## config.mk

```make
export PLATFORM = sky130hd
export DESIGN_NAME = bcd_attitude_frame_decoder
export DESIGN_NICKNAME = d
export VERILOG_FILES = /design/src/sv/bcdafd_pkg.sv /design/src/sv/bcdafd_in_reg.sv /design/src/sv/bcdafd_parse.sv /design/src/sv/bcd_attitude_frame_decoder.sv
export SDC_FILE = /design/constraint.sdc
export NUM_CORES = 1
export LEC_CHECK = 0
export ABC_AREA = 1
export BUFFER_PORTS_ARGS = -buffer_cell sky130_fd_sc_hd__buf_2
export CAP_MARGIN = 10
export CORE_MARGIN = 10
export CORE_UTILIZATION = 52
export DETAILED_ROUTE_END_ITERATION = 8
export GPL_TIMING_DRIVEN = 0
export HOLD_SLACK_MARGIN = 0.05
export PLACE_DENSITY = 0.74
export SYNTH_ARGS = -nofsm -noshare
export SYNTH_HDL_FRONTEND = slang
export SYNTH_SLANG_ARGS = --single-unit
```

## constraint.sdc

```tcl
create_clock -name clk -period 15.6 [get_ports clk]
set_clock_uncertainty 0.05 [all_clocks]
set_input_delay 3.12 -clock clk [delete_from_list [all_inputs] [get_ports clk]]
set_output_delay 3.12 -clock clk [all_outputs]
set_load 0.005 [all_outputs]
```

## src/sv/bcdafd_pkg.sv

```systemverilog
// ----------------------------------------------------------------------------
// bcdafd_pkg
// Shared types, constants and helpers for the attitude frame decoder.
// ----------------------------------------------------------------------------
`default_nettype none

package bcdafd_pkg;

    localparam int ANGLE_W = 19;

    // Frame header bytes
    localparam logic [7:0] HDR_BYTE0 = 8'h68;
    localparam logic [7:0] HDR_BYTE1 = 8'h0D;

    // Sign nibble of the first angle byte
    localparam logic [3:0] SIGN_NEG = 4'h1;

    // Byte positions
    localparam logic [3:0] POS_HDR0    = 4'd0;
    localparam logic [3:0] POS_HDR1    = 4'd1;
    localparam logic [3:0] POS_PITCH0  = 4'd4;
    localparam logic [3:0] POS_PITCH1  = 4'd5;
    localparam logic [3:0] POS_PITCH2  = 4'd6;
    localparam logic [3:0] POS_ROLL0   = 4'd7;
    localparam logic [3:0] POS_ROLL1   = 4'd8;
    localparam logic [3:0] POS_ROLL2   = 4'd9;
    localparam logic [3:0] POS_HEAD0   = 4'd10;
    localparam logic [3:0] POS_HEAD1   = 4'd11;
    localparam logic [3:0] POS_HEAD2   = 4'd12;
    localparam logic [3:0] POS_IDLE    = 4'd15;

    // Scale of the hundreds digit and of the whole-degree byte
    localparam logic [ANGLE_W-1:0] SCALE_HUNDREDS = ANGLE_W'(10000);
    localparam logic [ANGLE_W-1:0] SCALE_DEGREES  = ANGLE_W'(100);

    // Field selector within the frame
    localparam logic [1:0] FLD_PITCH = 2'd0;
    localparam logic [1:0] FLD_ROLL  = 2'd1;
    localparam logic [1:0] FLD_HEAD  = 2'd2;

    typedef struct packed {
        logic       frame_start;
        logic [7:0] rx_byte;
    } in_word_t;

    typedef struct packed {
        logic signed [ANGLE_W-1:0] heading;
        logic signed [ANGLE_W-1:0] roll;
        logic signed [ANGLE_W-1:0] pitch;
    } angles_t;

    // Packed BCD byte to binary: hi*10 + lo, i.e. b - 6*hi.
    // Never underflows since b >= 16*hi.
    function automatic logic [7:0] bcd_to_dec(input logic [7:0] b);
        logic [7:0] hi6;
        hi6 = {2'b00, b[7:4], 2'b00} + {3'b000, b[7:4], 1'b0};
        return b - hi6;
    endfunction

endpackage

`default_nettype wire

```

## src/sv/bcdafd_in_reg.sv

```systemverilog
// ----------------------------------------------------------------------------
// bcdafd_in_reg
// Input register: holds one received word until the parser takes it.
// ----------------------------------------------------------------------------
`default_nettype none

module bcdafd_in_reg (
    input  wire logic               clk,
    input  wire logic               rst_n,
    input  wire logic               load,
    input  wire bcdafd_pkg::in_word_t din,
    input  wire logic               take,
    output logic                    busy,
    output bcdafd_pkg::in_word_t    dout
);

    logic                 valid_reg;
    logic                 valid_next;
    bcdafd_pkg::in_word_t data_reg;

    always_comb
    begin
        valid_next = valid_reg;
        if (take)
        begin
            valid_next = 1'b0;
        end
        if (load)
        begin
            valid_next = 1'b1;
        end
    end

    always_ff @(posedge clk or negedge rst_n)
    begin
        if (!rst_n)
        begin
            valid_reg <= 1'b0;
        end
        else
        begin
            valid_reg <= valid_next;
        end
    end

    always_ff @(posedge clk)
    begin
        if (load)
        begin
            data_reg <= din;
        end
    end

    assign busy = valid_reg;
    assign dout = data_reg;

endmodule

`default_nettype wire

```

## src/sv/bcdafd_parse.sv

```systemverilog
// ----------------------------------------------------------------------------
// bcdafd_parse
// Frame parser: byte position, header check and BCD angle accumulation.
// ----------------------------------------------------------------------------
`default_nettype none

module bcdafd_parse (
    input  wire logic                 clk,
    input  wire logic                 rst_n,
    input  wire logic                 fire,
    input  wire bcdafd_pkg::in_word_t word,
    output logic                      emit,
    output bcdafd_pkg::angles_t       angles
);

    localparam int W = bcdafd_pkg::ANGLE_W;

    logic [3:0]          pos_reg;
    logic [3:0]          pos_next;
    logic                hdr_good_reg;
    logic                hdr_good_next;
    logic                neg_reg;
    logic                neg_next;
    logic signed [W-1:0] pitch_reg;
    logic signed [W-1:0] roll_reg;
    logic signed [W-1:0] head_reg;
    logic signed [W-1:0] pitch_next;
    logic signed [W-1:0] roll_next;
    logic signed [W-1:0] head_next;

    logic [3:0]          pos;
    logic [7:0]          b;
    logic [7:0]          dec;
    logic [1:0]          offset;
    logic [1:0]          field;
    logic                in_field;
    logic signed [W-1:0] cur_sum;
    logic signed [W-1:0] add_sum;
    logic signed [W-1:0] new_sum;

    assign b   = word.rx_byte;
    assign pos = word.frame_start ? bcdafd_pkg::POS_HDR0 : pos_reg;
    assign dec = bcdafd_pkg::bcd_to_dec(b);

    // Which angle and which of its three bytes
    always_comb
    begin
        in_field = 1'b1;
        offset   = 2'd0;
        field    = bcdafd_pkg::FLD_PITCH;
        unique case (pos) inside
            bcdafd_pkg::POS_PITCH0: begin offset = 2'd0; field = bcdafd_pkg::FLD_PITCH; end
            bcdafd_pkg::POS_PITCH1: begin offset = 2'd1; field = bcdafd_pkg::FLD_PITCH; end
            bcdafd_pkg::POS_PITCH2: begin offset = 2'd2; field = bcdafd_pkg::FLD_PITCH; end
            bcdafd_pkg::POS_ROLL0:  begin offset = 2'd0; field = bcdafd_pkg::FLD_ROLL;  end
            bcdafd_pkg::POS_ROLL1:  begin offset = 2'd1; field = bcdafd_pkg::FLD_ROLL;  end
            bcdafd_pkg::POS_ROLL2:  begin offset = 2'd2; field = bcdafd_pkg::FLD_ROLL;  end
            bcdafd_pkg::POS_HEAD0:  begin offset = 2'd0; field = bcdafd_pkg::FLD_HEAD;  end
            bcdafd_pkg::POS_HEAD1:  begin offset = 2'd1; field = bcdafd_pkg::FLD_HEAD;  end
            bcdafd_pkg::POS_HEAD2:  begin offset = 2'd2; field = bcdafd_pkg::FLD_HEAD;  end
            default:                in_field = 1'b0;
        endcase
    end

    always_comb
    begin
        case (field)
            bcdafd_pkg::FLD_ROLL: cur_sum = roll_reg;
            bcdafd_pkg::FLD_HEAD: cur_sum = head_reg;
            default:              cur_sum = pitch_reg;
        endcase
    end

    // At most one constant multiply and one add per byte; negate on the last byte
    always_comb
    begin
        add_sum = '0;
        new_sum = '0;
        case (offset)
            2'd0:
            begin
                new_sum = $signed(W'(b[3:0]) * bcdafd_pkg::SCALE_HUNDREDS);
            end
            2'd1:
            begin
                new_sum = cur_sum + $signed(W'(dec) * bcdafd_pkg::SCALE_DEGREES);
            end
            default:
            begin
                add_sum = cur_sum + $signed(W'(dec));
                new_sum = neg_reg ? -add_sum : add_sum;
            end
        endcase
    end

    always_comb
    begin
        pos_next      = pos_reg;
        hdr_good_next = hdr_good_reg;
        neg_next      = neg_reg;
        pitch_next    = pitch_reg;
        roll_next     = roll_reg;
        head_next     = head_reg;
        if (fire)
        begin
            pos_next = pos;
            if (pos != bcdafd_pkg::POS_IDLE)
            begin
                if (pos == bcdafd_pkg::POS_HDR0)
                begin
                    hdr_good_next = (b == bcdafd_pkg::HDR_BYTE0);
                end
                else if (pos == bcdafd_pkg::POS_HDR1 && b != bcdafd_pkg::HDR_BYTE1)
                begin
                    hdr_good_next = 1'b0;
                end
                if (in_field)
                begin
                    if (offset == 2'd0)
                    begin
                        neg_next = (b[7:4] == bcdafd_pkg::SIGN_NEG);
                    end
                    case (field)
                        bcdafd_pkg::FLD_ROLL: roll_next  = new_sum;
                        bcdafd_pkg::FLD_HEAD: head_next  = new_sum;
                        default:              pitch_next = new_sum;
                    endcase
                end
                pos_next = (pos >= bcdafd_pkg::POS_HEAD2) ? bcdafd_pkg::POS_IDLE
                                                          : pos + 4'd1;
            end
        end
    end

    always_ff @(posedge clk or negedge rst_n)
    begin
        if (!rst_n)
        begin
            pos_reg      <= bcdafd_pkg::POS_IDLE;
            hdr_good_reg <= 1'b0;
            neg_reg      <= 1'b0;
            pitch_reg    <= '0;
            roll_reg     <= '0;
            head_reg     <= '0;
        end
        else
        begin
            pos_reg      <= pos_next;
            hdr_good_reg <= hdr_good_next;
            neg_reg      <= neg_next;
            pitch_reg    <= pitch_next;
            roll_reg     <= roll_next;
            head_reg     <= head_next;
        end
    end

    assign emit           = fire && pos == bcdafd_pkg::POS_HEAD2 && hdr_good_reg;
    assign angles.pitch   = pitch_reg;
    assign angles.roll    = roll_reg;
    assign angles.heading = new_sum;

    // Positions 13 and 14 are never entered
    a_pos_range: assert property (@(posedge clk) disable iff (!rst_n)
        pos_reg <= bcdafd_pkg::POS_HEAD2 || pos_reg == bcdafd_pkg::POS_IDLE)
        else $error("byte position out of range");

    // Last angle byte always closes the frame
    a_close: assert property (@(posedge clk) disable iff (!rst_n)
        fire && pos >= bcdafd_pkg::POS_HEAD2 |=> pos_reg == bcdafd_pkg::POS_IDLE)
        else $error("frame not closed after last angle byte");

    // Result only on a consumed byte of a valid header
    a_emit: assert property (@(posedge clk) disable iff (!rst_n)
        emit |-> fire && hdr_good_reg && pos != bcdafd_pkg::POS_IDLE)
        else $error("result emitted without a valid frame");

endmodule

`default_nettype wire

```

## src/sv/bcd_attitude_frame_decoder.sv

```systemverilog
// ----------------------------------------------------------------------------
// bcd_attitude_frame_decoder
// Decodes compass reply frames into pitch, roll and heading.
// ----------------------------------------------------------------------------
// Bytes come in one word per handshake on the slave side, with s_tuser high on
// byte 0 of each frame (a start mid-frame abandons the frame in progress).
// Bytes 0 and 1 must be 0x68 and 0x0D; bytes 4-6, 7-9 and 10-12 carry signed
// BCD angles (first byte: sign nibble high, 1 = negative; hundreds in the low
// nibble; then whole degrees and hundredths). On byte 12 of a good frame one
// word leaves on the master side with all three angles in hundredths of a
// degree, two's complement. The checksum is not checked; bytes beyond 12 and
// bytes with no open frame are dropped. Each byte passes an input register and
// one short step of logic (at most a constant multiply and an add) into the
// angle registers, or on byte 12 into the output register behind m_tvalid,
// so one byte is taken per clock; throughput drops only while the output
// register is held by m_tready low.
// ----------------------------------------------------------------------------
`default_nettype none

module bcd_attitude_frame_decoder (
    input  wire logic        clk,
    input  wire logic        rst_n,
    // slave side
    input  wire logic        s_tvalid,
    output logic             s_tready,
    input  wire logic [7:0]  s_tdata,   // [7:0] rx_byte
    input  wire logic        s_tuser,   // [0] frame_start
    // master side
    output logic             m_tvalid,
    input  wire logic        m_tready,
    output logic [63:0]      m_tdata    // [18:0] pitch, [37:19] roll,
                                        // [56:38] heading, [63:57] zero
);

    localparam int W = bcdafd_pkg::ANGLE_W;

    logic                 in_busy;
    logic                 load;
    logic                 fire;
    logic                 emit;
    logic                 out_free;
    bcdafd_pkg::in_word_t in_word;
    bcdafd_pkg::in_word_t held_word;
    bcdafd_pkg::angles_t  angles;

    logic                 out_valid_reg;
    logic                 out_valid_next;
    bcdafd_pkg::angles_t  out_data_reg;

    assign in_word.rx_byte     = s_tdata;
    assign in_word.frame_start = s_tuser;

    // The parser moves only when the output register can take a result
    assign out_free = !out_valid_reg || m_tready;
    assign fire     = in_busy && out_free;
    assign s_tready = !in_busy || fire;
    assign load     = s_tvalid && s_tready;

    bcdafd_in_reg u_in_reg (
        .clk   (clk),
        .rst_n (rst_n),
        .load  (load),
        .din   (in_word),
        .take  (fire),
        .busy  (in_busy),
        .dout  (held_word)
    );

    bcdafd_parse u_parse (
        .clk    (clk),
        .rst_n  (rst_n),
        .fire   (fire),
        .word   (held_word),
        .emit   (emit),
        .angles (angles)
    );

    // Output register
    always_comb
    begin
        out_valid_next = out_valid_reg;
        if (m_tready)
        begin
            out_valid_next = 1'b0;
        end
        if (emit)
        begin
            out_valid_next = 1'b1;
        end
    end

    always_ff @(posedge clk or negedge rst_n)
    begin
        if (!rst_n)
        begin
            out_valid_reg <= 1'b0;
        end
        else
        begin
            out_valid_reg <= out_valid_next;
        end
    end

    always_ff @(posedge clk)
    begin
        if (emit)
        begin
            out_data_reg <= angles;
        end
    end

    assign m_tvalid = out_valid_reg;
    assign m_tdata  = {7'b0, out_data_reg.heading[W-1:0], out_data_reg.roll[W-1:0],
                       out_data_reg.pitch[W-1:0]};

    // A result never overwrites one still waiting
    a_no_overrun: assert property (@(posedge clk) disable iff (!rst_n)
        emit |-> !out_valid_reg || m_tready)
        else $error("result overwrote a pending word");

    // A byte held in the input register is never lost
    a_hold: assert property (@(posedge clk) disable iff (!rst_n)
        in_busy && !fire |=> in_busy)
        else $error("held input byte dropped");

    // A new result shows up at the output next cycle
    a_emit_out: assert property (@(posedge clk) disable iff (!rst_n)
        emit |=> m_tvalid)
        else $error("result not presented");

endmodule

`default_nettype wire

```

# --- Word level (Yosys, flattened, before mapping) ---
# Cells that the tools add are included.
# W data, S select, Z words.
classes:
  addsub: 6
  n_mul: 2
  order_cmp: 1
  eq_ne: 17
  mux: 15
  bitwise: 1
  n_reduce_logical: 25
ops:
  columns: ["op", "count"]
  rows:
  - ["$pmux W19 S2", 2]
  - ["$eq A4 B4 Y1 const B", 5]
  - ["$add A19 B16 Y19", 1]
  - ["$add A19 B9 Y19", 1]
  - ["$mux W19", 1]
  - ["$neg A19 Y19", 1]
  - ["$eq A4 B3 Y1 const B", 4]
  - ["$reduce_and A4 Y1", 4]
  - ["$mul A4 B10 Y14 const B", 1]
  - ["$mul A8 B5 Y13 const B", 1]
  - ["$mux W4", 3]
  - ["$reduce_or A3 Y1", 4]
  - ["$reduce_or A9 Y1", 1]
  - ["$eq A4 B1 Y1 const B", 2]
  - ["$eq A8 B7 Y1 const B", 1]
  - ["$ne A8 B4 Y1 const B", 1]
  - ["$pmux W2 S2", 2]
  - ["$sub A8 B8 Y8", 1]
  - ["$add A6 B5 Y7", 1]
  - ["$mux W1", 7]
  - ["$reduce_bool A2 Y1", 3]
  - ["$logic_and A1 B1 Y1", 5]
  - ["$add A4 B1 Y4 const B", 1]
  - ["$eq A2 B1 Y1 const B", 2]
  - ["10 further kinds", 12]
word_totals:
  register_bits: 131
  in_bits: 13
  output_inout_bits: 66
  word_cells: 80

# --- Depth between registers and ports, before layout ---
# Gate-level depths: netlist of the first run.
logic_depth:
  depth_word: 10
  depth_mapped: 38
  ltp_nobuf: 36

# --- Hierarchy ---
# From an unflattened synthesis of the first run, not the netlist that was laid out.
hier_totals:
  cells_unflattened: 1049
  area_unflattened_um2: 8931.1
by_module_without_submodules:
  columns: ["mod", "n_inst", "cells_per_inst", "area_per_inst_um2", "seq_area_each_um2"]
  rows:
  - ["bcdafd_parse", 1, 963, 6791.5, 1581.5]
  - ["bcd_attitude_frame_decoder", 1, 72, 1829.3, 1736.7]
  - ["bcdafd_in_reg", 1, 14, 310.3, 295.3]

# --- Least setup slack after synthesis of the first run ---
# Ideal clock, no wire load.
synth_path:
  path_type: "input to register"
  startpoint: "input port m_tready"
  endpoint: "register out_data_reg (netlist bit m_tdata[0]) (enable)"
  setup_ps: 542
  t_arrival_ps: 7432
  required_ps: 15008
  setup_slack_ps: 7576
  path_stages: 5
  n_path_buf: 1
  path_cell_list: "inv_1 > nand2_1 > nand2_1 > clkbuf_1 > nor3_1"
synth_via:
  elab_chain_cells: 4
synth_lines:
  columns: ["item", "line_no", "rtl"]
  rows:
  - ["start, declared", "bcd_attitude_frame_decoder.sv:30", "input wire logic m_tready,"]
  - ["$logic_or A1 B1 Y1", "bcd_attitude_frame_decoder.sv:54", "assign out_free = !out_valid_reg || m_tready;"]
  - ["$logic_and A1 B1 Y1", "bcd_attitude_frame_decoder.sv:55", "assign fire = in_busy && out_free;"]
  - ["$logic_and A1 B1 Y1 (2 in a row)", "bcdafd_parse.sv:157", "assign emit = fire && pos == bcdafd_pkg::POS_HEAD2 && hdr_good_reg;"]
  - ["named net emit", "bcd_attitude_frame_decoder.sv:40", "logic emit;"]
  - ["end signal, assigned", "bcd_attitude_frame_decoder.sv:108", "out_data_reg <= angles;"]
  - ["end, declared", "bcd_attitude_frame_decoder.sv:48", "bcdafd_pkg::angles_t out_data_reg;"]
# The timed path passes the listed nets, and every way through them passes these cells.
# A chain may end at the register's enable or synchronous reset.

==> impl_metrics.yaml, run 1 <==
worst_setup_path:
  cp_max_fo: 6
  required_ns: 15.71
  cp_top_family: "adder cells"
  path_class: "reg2reg"
  crit_buf_inv: 4
  cp_common_cell: "ha_1"
  cp_data_arrival_time_ns: 7.13
  cp-end-kind: "flip-flop"
  worst_path_largest_cell_delay_ns: 0.51
  cp-start-kind: "flip-flop"
  crit_slowest_cell: "edfxtp_1"
clock_network:
  clk_pin_slew_ns: 0.06
  clock_sinks: 131
  numCtsBuffers: 17
  cts_resized: 0
  cts_hold_buf: 0
  postCtsSetupRepairBufs: 0
  clk_path_buf_depth: 2
  root_buffer: "clkbuf_16"
  h-tree-depth: 4
  insertion_delay_ns: 0.43
  cts_tree: "yes"
floorplanning:
  initial_core_util: 0.529
  ioPinCount: 79
  die_h_um: 153
  die_area_sq_um: 23300
  rows: 48
  die_w_um: 153
  core_sq_um: 17300
finish:
  drive_gt1_frac: 0.195
  nets: 1287
  final_cells: 1418
  num_antenna_cells: 0
  largest_register_ffs: 57
  areaGrowthSynthToFinish_pct: 14.1
  final_area_sq_um: 10400
timing:
  setup_slack_ns: 8.58
  rsz0062_at_grt: "no"
  finalSetupTns_ns: 0
  tightest_slew_ns: 0.909
  slew_violations: 0
  slew_headroom: 0.394
  fin_crit_ns: 7.02
  finalHoldViolations: 0
  finalCritPeriodShare: 0.450
  report.final.setup_viol: 0
  max_clock_freq_ghz: 0.143
synth:
  syn_area_sq_um: 9150
  synth_area_leader_cell: "edfxtp_1"
  synth_cells: 1080
  synthTopCellsByArea: "edfxtp_1 22%, dfrtp_1 17%, nand2_1 12%, ha_1 12%, inv_1 5.5%"
  yosysTopAreaCellShare: 0.217
  synth.avg_cell_area_sq_um: 8.48
  yosys_register_bits: 131
  ys_seq_area_frac: 0.395
  synth_cell_types: 58
  yosysWarningCount: 0
run:
  maxCapViolCount: 0
min_path:
  hold_class: "reg2reg"
place:
  dp_slack_ns: 8.58
  place_inst: 1386
  io_buffers: 71
  hpwl_um: 18600
  dpl-instance-area_sq_um: 9870
  gp_congestion: 0.946
global_route:
  grt_first_pass_wirelength_um: 38800
  grt_overflow_total: 0
  grt_pass1_vias: 7497
  antenna_found_initial: 0
  grt_usage: 0.204
  grt_max_degree: 66
power_and_ir_drop:
  leakage_uw: 0.00512
  ir_worst_vdd_mv: 0.231
  p_per_area_nw_per_um2: 218
detailed_routing:
  drt_pass1_iterations: 5
  drc: 0
  routed_wl_um: 24000
  wl_per_cell_um: 17.0
  vias_per_cell: 5.41
  drtIter0Drc: 582
  ant_nets: 0
  dr_total_vias: 7678
outcome:
  status: "finished clean"
==> report_power, final <==
group	internal [uW]	total [uW]	switching, uW
Clock	230	391	161
Combinational	515	1440	921
Sequential	411	445	33.4
Total	1160	2270	1120
==> layout make-up <==
| class | count | area [sq um] |
|---|---|---|
| fillers | 1484 | 6850 |
| multi-input cells | 772 | 4800 |
| flip-flops and latches | 131 | 3610 |
| inverters | 154 | 582 |
| clock buffers | 19 | 453 |
| repair buffers | 75 | 403 |
| well taps | 225 | 282 |
| plain buffers | 29 | 184 |
| clock inverters | 13 | 125 |
==> worst register-to-register path: cells and delay by family (launching register included) <==
family | cells | cell delay (ns)
adder cells (fa/ha/maj) | 8 | 2.87
AO/OA/AOI/OAI | 9 | 1.81
AND/OR/NAND/NOR | 6 | 0.69
XOR/XNOR | 2 | 0.64
flip-flops | 1 | 0.51
buffers and inverters | 4 | 0.20
==> metal layers <==
layer,vias up,share of wire,global-route usage
met5,-,0,0
met4,0,0.020,0.0758
met3,37,0.065,0.0384
met2,265,0.49,0.347
met1,3594,0.42,0.250
li1,3782,-,-
==> cell families (layout without fill, tap and decap cells) <==
group | count (synthesis) | in the layout | share of synthesized area
and+or+nand+nor | 476 | 476 | 0.239
buffers and inverters | 183 | 290 | 0.0837
AOI/OAI and AO/OA | 169 | 169 | 0.120
DFF | 131 | 131 | 0.395
adders and majority gates | 94 | 94 | 0.136
xor gates and xnor gates | 26 | 26 | 0.0265
other | 1 | 7 | 0.000410
==> cells in the mapped netlist, drive strengths merged <==
cell type	count
nand2	303
inv	151
ha	85
nand3	80
o21ai	77
edfxtp	66
dfrtp	61
nor2	58
a21oi	48
buf	23
nor3	14
xor2	14
nand4	13
xnor2	12
o221ai	10
fa	9
clkbuf	6
o21bai	6
or2	5
a31oi	4
dfstp	4
a21o	3
clkinv	3
nand3b	3
o22ai	3
o31ai	3
a211oi	2
a221o	2
a22oi	2
o211ai	2
o41ai	2
a221oi	1
a311o	1
a32o	1
conb	1
o21a	1
o22a	1
==> layout by cell type (no fill, tap or decap), drive strengths merged, types with 5 or more instances in the layout <==
cell / n
xnor2: 12
o21ai: 77
nand4: 13
nand3: 80
nor3: 14
a21oi: 48
dfrtp: 61
inv: 155
edfxtp: 66
nand2: 303
ha: 85
o221ai: 10
clkbuf: 25
nor2: 58
o21bai: 6
conb: 7
or2: 5
xor2: 14
fa: 9
clkinv: 9
buf: 98
==> path summary, 6_finish.rpt <==
| path | startpoint | endpoint | slack, ns | depth (start not counted) |
|---|---|---|---|---|
| min in group asynchronous | rst_n | u_parse.roll_reg[3] | 2.75 | 1 |
| max in group asynchronous | rst_n | m_tvalid | 12.18 | 1 |
| min reg2reg | u_parse.roll_reg[5] | m_tdata[24] | 0.40 | 0 |
| max reg2reg | u_in_reg.dout[5] | m_tdata[54] | 8.58 | 29 |
| max | u_in_reg.dout[5] | m_tdata[54] | 8.58 | 29 |
| min | u_parse.roll_reg[5] | m_tdata[24] | 0.40 | 0 |
==> metrics by stage <==
| step | total power (uW) | util | hold slack, ns |
|---|---|---|---|
| after floorplan | 1560 | - | 0.375 |
| after global placement | 1830 | 0.567 | 0.379 |
| after detailed placement | 1850 | 0.570 | 0.392 |
| after CTS | 2260 | 0.604 | 0.401 |
| after global routing | 2480 | 0.604 | 0.412 |
| final | 2270 | 0.604 | 0.400 |
(Power assumes the default switching activity.)
==> inputs of run 2 (changes only) <==
Clock period 15.6 ns to 7 ns, I/O delays scaled along.
==> run 2 against run 1 <==
Critical path depth up 3. First-iteration DRC count up 10%. Register-to-register slack worse by 8.2 ns. Worst setup slack worse by 8.2 ns. Wire length up 0.86%.
==> impl_metrics.yaml, run 2 (synthesized netlist as in run 1, its figures left out) <==
outcome:
  status: "finished clean"
detailed_routing:
  drtIter0Drc: 640
  wl_per_cell_um: 17.0
  dr_total_vias: 7710
  vias_per_cell: 5.41
  routed_wl_um: 24200
  drt_pass1_iterations: 6
  ant_nets: 0
  drc: 0
timing:
  slew_headroom: 0.418
  setup_slack_ns: 0.394
  report.final.setup_viol: 0
  finalCritPeriodShare: 0.944
  tightest_slew_ns: 0.874
  slew_violations: 0
  max_clock_freq_ghz: 0.151
  rsz0062_at_grt: "no"
  finalHoldViolations: 0
  fin_crit_ns: 6.61
  finalSetupTns_ns: 0
power_and_ir_drop:
  ir_worst_vdd_mv: 0.519
  leakage_uw: 0.00518
  p_per_area_nw_per_um2: 487
  power_uw: 5120
worst_setup_path:
  path_depth: 32
  crit_buf_inv: 4
  required_ns: 7.11
  cp_max_fo: 5
  cp-start-kind: "flip-flop"
  cp_top_family: "adder cells"
  cp_common_cell: "ha_1"
  ff2ff_path_depth: 32
  cp_data_arrival_time_ns: 6.72
  cp-end-kind: "flip-flop"
  path_class: "reg2reg"
  r2r_start: "u_in_reg.dout[5]"
  crit_slowest_cell: "fa_1"
  crit_start: "u_in_reg.dout[5]"
  worst_path_largest_cell_delay_ns: 0.49
clock_network:
  cts_tree: "yes"
  clk_pin_slew_ns: 0.06
  clk_path_buf_depth: 2
  root_buffer: "clkbuf_16"
  cts_hold_buf: 0
  clock_sinks: 131
  insertion_delay_ns: 0.42
  h-tree-depth: 4
  numCtsBuffers: 17
finish:
  drive_gt1_frac: 0.203
  areaGrowthSynthToFinish_pct: 15.0
  fillers: 1468
  num_antenna_cells: 0
  nets: 1294
  largest_register_ffs: 57
  layout_commonest_cell: "nand2_1"
  final_util: 0.609
  final_cell_mix: "284 x nand2_1, 134 x inv_1, 85 x ha_1"
global_route:
  grt_usage: 0.204
  grt_overflow_total: 0
  grt_pass1_vias: 7508
  grt_max_degree: 66
  grt_first_pass_wirelength_um: 38800
  antenna_found_initial: 0
min_path:
  worstHoldPathCells: 0
  hp-start: "u_parse.roll_reg[5]"
  hold_class: "reg2reg"
floorplanning:
  die_h_um: 153
  rows: 48
  ioPinCount: 79
  die_area_sq_um: 23300
  die_w_um: 153
  initial_core_util: 0.529
  core_sq_um: 17300
place:
  hpwl_um: 18600
  dp_slack_ns: -0.0241
  io_buffers: 71
  gp_congestion: 0.946
run:
  maxCapViolCount: 0
[run 2: changes by cell type in the layout (fill, tap and decap cells not counted)]
| cell | delta |
|---|---|
| a21oi_2 | +1 |
| buf_4 | +7 |
| o41ai_2 | -1 |
| xnor2_2 | +1 |
| o21ai_0 | -3 |
| xor2_1 | -1 |
| xor2_2 | +1 |
| o41ai_4 | +1 |
| a21oi_1 | -1 |
| o21ai_1 | +3 |
| xnor2_1 | -1 |
[run 2: final timing paths]
| check | end | slack, ns |
|---|---|---|
| worst max register to register | m_tdata[54] | 0.39 |
| worst min register to register | m_tdata[24] | 0.40 |
| worst max-delay path | m_tdata[54] | 0.39 |
| max in group asynchronous | m_tvalid | 5.29 |
| worst min-delay path | m_tdata[24] | 0.40 |
| min in group asynchronous | u_parse.roll_reg[3] | 1.04 |
[run 2: what timing repair did]
item	4_1_cts	5_1_grt
buffers inserted	0	7
pin swaps	0	1
setup endpoints to repair	1	20
resized for setup	1	6
[run 2: metrics by stage]
| stage | hold WS, ns | instances | area (sq um) |
|---|---|---|---|
| floorplan | 0.375 | 1086 | 9180 |
| global placement | 0.379 | 1382 | 9810 |
| detailed placement | 0.392 | 1386 | 9870 |
| CTS | 0.401 | 1418 | 10500 |
| global route | 0.412 | 1425 | 10500 |
| finish | 0.403 | 1425 | 10500 |
[run 2: area by class of cell]
| type | count | area, sq um | share of cell area |
|---|---|---|---|
| multi-input combinational | 772 | 4830 | 0.459 |
| sequential | 131 | 3610 | 0.343 |
| inverter | 154 | 582 | 0.0553 |
| timing repair buffer | 82 | 455 | 0.0433 |
| clock buffer | 19 | 453 | 0.0430 |
| tap | 225 | 282 | 0.0267 |
| buffer | 29 | 184 | 0.0175 |
| clock inverter | 13 | 125 | 0.0119 |
[run 2: layer usage]
metal	wire, um	track usage	up-vias
li1	-	-	3800
met1	10300	0.250	3612
met2	11900	0.347	258
met3	1460	0.0384	40
met4	598	0.0758	0
met5	0	0	-
[run 2: power by group]
group | leakage (uW) | switching [uW] | total (uW) | internal [uW]
logic | 0.00350 | 2090 | 3260 | 1170
registers | 0.00140 | 73.8 | 991 | 917
clock network | 0.000282 | 360 | 872 | 512
total | 0.00518 | 2520 | 5120 | 2600
[run 2: worst register-to-register path: cells and delay by family, from the launching register on]
family / cells / cell delay [ns]
adders and majority gates: 8 / 2.78
xor gates and xnor gates: 2 / 0.38
DFF: 1 / 0.44
and+or+nand+nor: 6 / 0.58
AOI/OAI and AO/OA: 12 / 1.91
buffers and inverters: 4 / 0.22
